===== config.mk =====
export PLATFORM = sky130hd
export DESIGN_NAME = mrpt_ctrl
export DESIGN_NICKNAME = d
export VERILOG_FILES = /design/src/hdl/mrpt_pkg.sv /design/src/hdl/mrpt_ctrl.sv
export SDC_FILE = /design/constraint.sdc
export NUM_CORES = 1
export LEC_CHECK = 0
export BUFFER_PORTS_ARGS = -buffer_cell sky130_fd_sc_hd__buf_4
export CAP_MARGIN = 20
export CORE_MARGIN = 2
export CORE_UTILIZATION = 45
export DETAILED_ROUTE_END_ITERATION = 10
export GPL_TIMING_DRIVEN = 0
export PLACE_DENSITY = 0.8
export SLEW_MARGIN = 20
export SYNTH_ARGS = -nofsm -noshare
export SYNTH_HDL_FRONTEND = slang
export SYNTH_SLANG_ARGS = --single-unit
export TNS_END_PERCENT = 20

===== constraint.sdc =====
create_clock -name clk -period 7.9 [get_ports clk]
set_clock_uncertainty 0.2 [all_clocks]
set_input_delay 0.395 -clock clk [delete_from_list [all_inputs] [get_ports clk]]
set_output_delay 0.395 -clock clk [all_outputs]
set_load 0.05 [all_outputs]

===== src/hdl/mrpt_pkg.sv =====
`default_nettype none
package mrpt_pkg;
	localparam int BASE_TABLE_LEN = 12;
	localparam int BASE_W = 6;
	localparam logic [BASE_W-1:0] BASE_LIST [BASE_TABLE_LEN] = '{
		6'd2, 6'd3, 6'd5, 6'd7, 6'd11, 6'd13, 6'd17, 6'd19, 6'd23, 6'd29, 6'd31, 6'd37
	};

	typedef struct packed {
		logic load;
		logic start;
		logic [1:0] sel;
	} mrpt_cmd_t;

	typedef struct packed {
		logic busy;
	} mrpt_sts_t;

	localparam logic [1:0] SEL_XB = 2'd0;
	localparam logic [1:0] SEL_BB = 2'd1;
	localparam logic [1:0] SEL_XX = 2'd2;
endpackage
`default_nettype wire


===== src/hdl/mrpt_ctrl.sv =====
`default_nettype none
module mrpt_ctrl #(
	parameter int W = 64,
	parameter int NUM_BASES = 7
) (
	input  wire logic              clk,
	input  wire logic              arst_n,
	input  wire logic              in_valid,
	output logic                   in_ready,
	input  wire logic [W-1:0]      in_n,
	output logic                   out_valid,
	input  wire logic              out_ready,
	output logic                   out_res,
	output mrpt_pkg::mrpt_cmd_t    cmd,
	output logic [W-1:0]           ld_n,
	output logic [W-1:0]           ld_base,
	output logic                   ld_x1,
	input  wire mrpt_pkg::mrpt_sts_t sts,
	input  wire logic [W-1:0]      n_val,
	input  wire logic [W-1:0]      x_val
);
	import mrpt_pkg::*;
	localparam int NB = (NUM_BASES > BASE_TABLE_LEN) ? BASE_TABLE_LEN : NUM_BASES;
	localparam int IW = $clog2(BASE_TABLE_LEN + 1);
	localparam int SW = $clog2(W + 1);
	localparam int DW = $clog2(W);

	typedef enum logic [3:0] {
		S_IDLE, S_MOD3, S_SPLIT, S_BASE, S_EXP, S_EXPW, S_CHK, S_SQ, S_SQW, S_DONE
	} state_t;
	state_t state_q, state_d;
	logic [W-1:0] d_q, n_q, d_d, n_d;
	logic [SW-1:0] s_q, r_q, s_d, r_d;
	logic [IW-1:0] i_q, i_d;
	logic sq_phase_q, sq_phase_d;
	logic [32:0] fold_q, fold_d;
	logic out_valid_d, out_res_d, ld_x1_d;
	mrpt_cmd_t cmd_d;
	logic [W-1:0] nm1;
	logic [BASE_W-1:0] abase;
	logic [63:0] n64;
	logic [17:0] f2;
	logic [10:0] f3;
	logic [7:0] f4;
	logic [4:0] f5;
	logic [3:0] f6;
	logic [2:0] f7;
	logic fold_zero;

	assign nm1 = n_val - 1'b1;
	assign abase = BASE_LIST[i_q[$clog2(BASE_TABLE_LEN)-1:0]];
	assign in_ready = (state_q == S_IDLE) || (state_q == S_DONE && out_ready);
	assign ld_n = n_q;
	assign ld_base = W'(abase);
	assign n64 = 64'(in_n);

	// fold the remainder by three down by powers of four
	always_comb begin
		f2 = {1'b0, fold_q[32:16]} + {2'b0, fold_q[15:0]};
		f3 = {1'b0, f2[17:8]} + {3'b0, f2[7:0]};
		f4 = {1'b0, f3[10:4]} + {4'b0, f3[3:0]};
		f5 = {1'b0, f4[7:4]} + {1'b0, f4[3:0]};
		f6 = {1'b0, f5[4:2]} + {2'b0, f5[1:0]};
		f7 = {1'b0, f6[3:2]} + {1'b0, f6[1:0]};
		fold_zero = (f7 == 3'd0) || (f7 == 3'd3) || (f7 == 3'd6);
	end

	always_comb begin
		state_d = state_q;
		out_valid_d = out_valid;
		out_res_d = out_res;
		cmd_d = '0;
		ld_x1_d = 1'b0;
		n_d = n_q;
		d_d = d_q;
		s_d = s_q;
		r_d = r_q;
		i_d = i_q;
		sq_phase_d = sq_phase_q;
		fold_d = fold_q;
		if (out_valid && out_ready) out_valid_d = 1'b0;
		unique case (state_q)
			S_IDLE, S_DONE: begin
				if (state_q == S_DONE && out_ready) state_d = S_IDLE;
				if (in_valid && in_ready) begin
					n_d = in_n;
					d_d = in_n - 1'b1;
					s_d = '0;
					i_d = '0;
					out_valid_d = 1'b0;
					fold_d = {1'b0, n64[63:32]} + {1'b0, n64[31:0]};
					if (in_n < W'(2)) begin
						out_res_d = 1'b0; state_d = S_DONE; out_valid_d = 1'b1;
					end else if (in_n == W'(2) || in_n == W'(3)) begin
						out_res_d = 1'b1; state_d = S_DONE; out_valid_d = 1'b1;
					end else if (!in_n[0]) begin
						out_res_d = 1'b0; state_d = S_DONE; out_valid_d = 1'b1;
					end else begin
						state_d = S_MOD3;
					end
				end
			end
			S_MOD3: begin
				if (fold_zero) begin
					out_res_d = 1'b0; out_valid_d = 1'b1; state_d = S_DONE;
				end else begin
					state_d = S_SPLIT;
				end
			end
			S_SPLIT: begin
				if (!d_q[0]) begin
					d_d = d_q >> 1;
					s_d = s_q + 1'b1;
				end else begin
					state_d = S_BASE;
				end
			end
			S_BASE: begin
				if (i_q == IW'(NB) || n_q <= W'(abase)) begin
					out_res_d = 1'b1; out_valid_d = 1'b1; state_d = S_DONE;
				end else begin
					cmd_d.load = 1'b1;
					ld_x1_d = 1'b1;
					r_d = '0;
					sq_phase_d = 1'b0;
					state_d = S_EXP;
				end
			end
			S_EXP: begin
				if (r_q == SW'(W)) begin
					state_d = S_CHK;
					r_d = SW'(1);
				end else if (!sq_phase_q && d_q[r_q[DW-1:0]]) begin
					cmd_d.start = 1'b1; cmd_d.sel = SEL_XB; state_d = S_EXPW;
				end else begin
					cmd_d.start = 1'b1; cmd_d.sel = SEL_BB; state_d = S_EXPW;
					sq_phase_d = 1'b1;
				end
			end
			S_EXPW: begin
				if (!sts.busy && !cmd.start) begin
					state_d = S_EXP;
					if (sq_phase_q) begin
						sq_phase_d = 1'b0;
						r_d = r_q + 1'b1;
					end else begin
						sq_phase_d = 1'b1;
					end
				end
			end
			S_CHK: begin
				if (x_val == W'(1) || x_val == nm1) begin
					i_d = i_q + 1'b1; state_d = S_BASE;
				end else begin
					state_d = S_SQ;
				end
			end
			S_SQ: begin
				if (r_q >= s_q) begin
					out_res_d = 1'b0; out_valid_d = 1'b1; state_d = S_DONE;
				end else begin
					cmd_d.start = 1'b1; cmd_d.sel = SEL_XX; state_d = S_SQW;
				end
			end
			S_SQW: begin
				if (!sts.busy && !cmd.start) begin
					r_d = r_q + 1'b1;
					if (x_val == nm1) begin
						i_d = i_q + 1'b1; state_d = S_BASE;
					end else begin
						state_d = S_SQ;
					end
				end
			end
			default: state_d = S_IDLE;
		endcase
	end

	always_ff @(posedge clk or negedge arst_n) begin
		if (!arst_n) begin
			state_q <= S_IDLE;
			out_valid <= 1'b0;
			out_res <= 1'b0;
			cmd <= '0;
			ld_x1 <= 1'b0;
			n_q <= '0;
			d_q <= '0;
			s_q <= '0;
			r_q <= '0;
			i_q <= '0;
			sq_phase_q <= 1'b0;
			fold_q <= '0;
		end else begin
			state_q <= state_d;
			out_valid <= out_valid_d;
			out_res <= out_res_d;
			cmd <= cmd_d;
			ld_x1 <= ld_x1_d;
			n_q <= n_d;
			d_q <= d_d;
			s_q <= s_d;
			r_q <= r_d;
			i_q <= i_d;
			sq_phase_q <= sq_phase_d;
			fold_q <= fold_d;
		end
	end

`ifndef NO_ASSERTIONS
	a_res_done: assert property (@(posedge clk) disable iff (!arst_n)
		out_valid |-> state_q == S_DONE) else $error("result outside done");
	a_no_start_idle: assert property (@(posedge clk) disable iff (!arst_n)
		state_q == S_IDLE |-> !cmd.start) else $error("multiply while idle");
	a_hold: assert property (@(posedge clk) disable iff (!arst_n)
		out_valid && !out_ready |=> out_valid && $stable(out_res)) else $error("result lost");
`endif
endmodule
`default_nettype wire


Yosys cells after proc, flatten, opt, wreduce, memory -nomap -nowiden:

Memory sizes are Yosys's and may differ from the RTL's.
Cells that the tools add are included.

* bits of input ports: 197
* output and inout port bits: 136
* memories kept: 1
* logic and storage cells: 162
* bits in registers: 190
* memory bits (read-only): 96

Memories
* (no name shown): depth 16, bits a word 6, rd ports 1, clocked after memory_dff 0, wr ports 0, RTL line mrpt_ctrl.sv:51 `assign abase = BASE_LIST[i_q[$clog2(BASE_TABLE_LEN)-1:0]];`

* reduce and logical (&&, ||, !) cells: 30
* $lt $le $gt $ge: 5
* bitwise logic cells: 1
* muxes and demuxes: 65
* equal/unequal tests: 34
* add/subtract/negate cells: 12

Operators with widths (count)
* == test 64 x 2 -> 1 bit, second input constant: 2
* two-way mux 64 bit: 2
* case mux 64 bit (2 select lines): 1
* subtractor 64 x 1 -> 64 bit, second input constant: 2
* == test 64 x 1 -> 1 bit, second input constant: 1
* == test 64 bit: 1
* less-or-equal comparator 64 x 6 -> 1 bit: 1
* < comparator 64 x 2 -> 1 bit, second input constant: 1
* two-way mux 4 bit: 14
* two-way mux 7 bit: 7
* case mux 4 bit (9 select lines): 1
* adder 32 x 32 -> 33 bit: 1
* != test 2 bit, second input constant: 15
* case mux 7 bit (4 select lines): 1
* two-way mux 1 bit: 25
* == test 4 x 3 -> 1 bit, second input constant: 5
* adder 17 x 16 -> 18 bit: 1
* adder 7 x 1 -> 7 bit, second input constant: 2
* case mux 7 bit (2 select lines): 1
* two-way mux 3 bit: 4
* two-way mux 6 bit: 2
* case mux 4 bit (3 select lines): 1
* AND reduction 6 bit: 2
* adder 10 x 8 -> 11 bit: 1
* 35 further kinds: 53

Depth between registers and ports, before layout:

* word-level depth: 11
* mapped depth: 39

Worst setup path before layout:

No wires, ideal clock.

* path type: flip-flop to flip-flop
* start: register fold_q[0]
* end: register out_res
* arrival: 7.406 ns
* library setup time: 0.082 ns
* path slack: 0.213 ns
* period minus slack after synthesis: 7.687 ns
* path buffers: 0
* stages on the path, launching flop included: 39
* data required time: 7.618 ns
* path through: dfrtp_1 ha_1 fa_1 a211o_1 a21oi_1 nor2_1 a21oi_1 xnor2_1 ha_1 fa_1 a21o_1 a21oi_1 o21bai_1 a21oi_1 xnor2_1 ha_1 a21oi_1 inv_1 [3 not listed] o21ai_0 o221ai_1 ha_1 a21o_1 a21oi_1 xnor2_1 fa_1 xor2_1 ha_1 inv_1 fa_1 xor2_1 a21oi_1 a21oi_1 nor2_1 a211oi_1 a21oi_1 a31oi_1

* word-level cells in the longest chain between the ends: 11

RTL lines
* start, declared: RTL line mrpt_ctrl.sv:36 `logic [32:0] fold_q, fold_d;`
* start signal, assigned: RTL line mrpt_ctrl.sv:205 `fold_q <= fold_d;`
* adder 17 x 16 -> 18 bit (*): RTL line mrpt_ctrl.sv:59 `f2 = {1'b0, fold_q[32:16]} + {2'b0, fold_q[15:0]};`
* adder 10 x 8 -> 11 bit (*): RTL line mrpt_ctrl.sv:60 `f3 = {1'b0, f2[17:8]} + {3'b0, f2[7:0]};`
* adder 7 x 4 -> 8 bit (*): RTL line mrpt_ctrl.sv:61 `f4 = {1'b0, f3[10:4]} + {4'b0, f3[3:0]};`
* adder 4 x 4 -> 5 bit (*): RTL line mrpt_ctrl.sv:62 `f5 = {1'b0, f4[7:4]} + {1'b0, f4[3:0]};`
* adder 3 x 2 -> 4 bit (*): RTL line mrpt_ctrl.sv:63 `f6 = {1'b0, f5[4:2]} + {2'b0, f5[1:0]};`
* adder 2 x 2 -> 3 bit (*): RTL line mrpt_ctrl.sv:64 `f7 = {1'b0, f6[3:2]} + {1'b0, f6[1:0]};`
* == test 3 x 2 -> 1 bit / zero test 3 bit (equally long branches): RTL line mrpt_ctrl.sv:65 `fold_zero = (f7 == 3'd0) || (f7 == 3'd3) || (f7 == 3'd6);`
* logical OR 1 bit: RTL line mrpt_ctrl.sv:65
* logical OR 1 bit (*): RTL line mrpt_ctrl.sv:65
* != test 2 bit (no source line) (*)
* AND reduction 6 bit (no source line) (*)
* end signal, assigned: RTL line mrpt_ctrl.sv:196 `out_res <= out_res_d;`
* end, declared: RTL line mrpt_ctrl.sv:13 `output logic out_res,`

Mark *: on every way between the ends. The rest lies on a longest branch, timed or not.
A chain may end at the register's enable or synchronous reset.

Worst setup path in the final report:

* start: register fold_q[16]
* end: register out_res

The elaborated chain is that of the path after synthesis.

==> results_dict.tcl <==
set metrics [dict create \
    clock-sinks 190 \
    die-area_mm2 0.0372 \
    via_count 16700 \
    yosysWarnings 0 \
    whs_ns 0.0134 \
    stdcell_count 2778 \
    nFillCells 3194 \
    netlist.area_leader.share 0.296 \
    synthMostInstantiatedCell "nand2_1" \
    met1_usage 0.374 \
    drc 0 \
    fin_ws_ns -0.149 \
    hold_end "ld_n[53]" \
    drv_cap 0 \
    synthTopCellsByArea "dfrtp_1 30%, nand2_1 7.3%, ha_1 7.1%" \
    drt_iter0_drc 1189 \
    avgSynthCellArea_um2 8.31 \
    regToRegSetupSlack_ns -0.15 \
    portBuffers 269 \
    clk-insertion-delay-late_ns 0.45 \
    yosysSeqAreaShare 0.296 \
    dp_cells 2722 \
    tightest_slew_ns 0.978 \
    hold_path_class "in2reg" \
    clockBufferDepth 2 \
    syn_area_mm2 0.0160 \
    fin_setup_tns_ns -0.163 \
    synth_async_sr_flop_share 1.00 \
    synth_edf_count 0 \
    grt_use_met3 0.0522 \
    synth_flop_cell "dfrtp_1" \
    die_h_um 193 \
    finalHoldViolCount 0 \
    slowest_delay_ns 0.57 \
    syn_to_final_growth_pct 24.1 \
    seq_area_mm2 0.00476 \
    rr_endpoint "out_res" \
    cp_slowest_cell "fa_1" \
    critPathCaptureType "flip-flop" \
    layout.nets 2600 \
    period_needed_ns 8.05 \
    crit_type "reg2reg" \
    syn_inst 1931 \
    diodes 0 \
    holdPathStages 3 \
    start_util 0.454 \
    ys_ff_latch 190 \
    ant_nets 0 \
    maxSlewViolCount 0 \
    clkTransAtPathRegs_ns 0.08 \
    fmax_mhz 124 \
    grt_pass1_vias 16100 \
    crit_fanout 5 \
    violations "setup timing" \
    timing.rr.start "fold_q[16]" \
    cts_tree "yes" \
    finalSetupViolations 2 \
    rsz0062_at_grt "true" \
    synthDistinctLibCells 82 \
    place_area_mm2 0.0189 \
    cp_common_cell "a21oi_2" \
    synth_commonest_cells "314 x nand2_1, 190 x dfrtp_1, 141 x o21ai_0" \
    place_congestion 1.02 \
    htree_levels 4 \
    grtUsageMet2 0.518 \
    drt-total-wl_um 58500 \
    arrival_ns 8.22 \
    status "complete, but fails checks" \
    crit_required_ns 8.08 \
    period_share 1.02 \
    coreArea_mm2 0.0353 \
    grt.total_usage 0.309 \
    numCtsBuffers 17 \
    grt_overflow_total 0 \
    maxSlewHeadroom 0.340 \
    grt_busiest_layer "met2" \
    antenna_found_initial 0 \
    grt_pass1_wl_um 88000 \
    cts-root-buf "clkbuf_16" \
    start_kind "flip-flop" \
    first_pass_iters 6 \
    multi_input_area_mm2 0.0107 \
    finalInstanceArea_mm2 0.0199 \
    reg2reg_depth 38 \
    synth_area_leader_cell "dfrtp_1" \
    placementRows 69 \
    drive_gt1_frac 0.201 \
    grt_max_degree 82 \
    detail_route.wl_per_cell_um 21.1 \
    holdCritStartpoint "in_n[53]" \
    num_io_pins 333 \
    fp.dieW_um 193 \
    viasPerCell 6.01 \
    dpl.hpwl_um 45700 \
]
[critical path: cells and delay by family (launching register included)]
family / cells / cell delay, ns
DFF: 1 / 0.47
adders and majority gates: 9 / 2.73
muxes: 1 / 0.09
and+or+nand+nor: 5 / 0.55
AOI/OAI and AO/OA: 15 / 2.95
xor gates and xnor gates: 4 / 0.58
buffers and inverters: 4 / 0.42
[routing by layer]
layer | share of wire | vias to the layer above
li1 | - | 7645
met1 | 0.39 | 7918
met2 | 0.46 | 937
met3 | 0.092 | 198
met4 | 0.063 | 0
met5 | 0 | -
[cells by family after synthesis]
logic type | after synthesis | synth area share
simple gates | 777 | 0.239
fa+ha+maj | 98 | 0.0797
flops | 190 | 0.296
xor+xnor | 188 | 0.103
buf+inv | 196 | 0.0604
compound gates | 446 | 0.183
mux | 35 | 0.0383
other cells | 1 | 0.000234
[per-stage QoR]
stage               setup WS [ns]  utilization
floorplan                   0.213            -
global placement           -0.579        0.534
detailed placement         -0.848        0.536
CTS                        0.0367        0.559
global route               -0.498        0.564
finish                     -0.149        0.564
[layout make-up]
cell class	instances	area share
plain buffers	140	0.0381
clock buffers	19	0.0223
clock inverters	12	0.00887
inverters	56	0.0106
multi-input cells	1603	0.537
flip-flops and latches	190	0.239
well taps	461	0.0290
repair buffers	297	0.115
[layout by cell type, fill, tap and decap left out, drive strengths merged, types with 40 or more instances in the layout]
cell    instances
xnor2         121
o21ai         142
a22oi          40
nor3           65
clkbuf         93
nand2         315
nor4           72
ha             91
a21oi          64
xor2           67
buf           356
inv            61
nor2          106
conb           59
dfrtp         190
[how the worst max path moves through the flow]
stage,end,slack [ns],start
2_1_floorplan,out_res,0.21,fold_q[0]
3_3_place_gp,out_res,-0.58,fold_q[16]
3_5_place_dp,out_res,-0.85,fold_q[16]
4_1_cts,out_res,0.04,fold_q[16]
5_1_grt,out_res,-0.50,fold_q[16]
6_report,out_res,-0.15,fold_q[16]
[state kept, by name (all words and copies together), names as in the netlist]
signal and count:
d_q 64, ld_n 64, fold_q 33, r_q 7, s_q 7, i_q 4, state_q 4, cmd 3
ld_x1 1, out_res 1, out_valid 1, sq_phase_q 1
[what timing repair did]
action | 4_1_cts | 5_1_grt
endpoints found under the setup margin | 5 | 5
endpoints found under the hold margin | 42 | 0
hold buffers | 7 | 0
resized for setup | 22 | 19
pin swaps | 14 | 36
setup buffers | 7 | 11
Power is left out: the tool's default activity adds up to more than one toggle a clock period on the data nets, which glitch-free logic cannot reach.
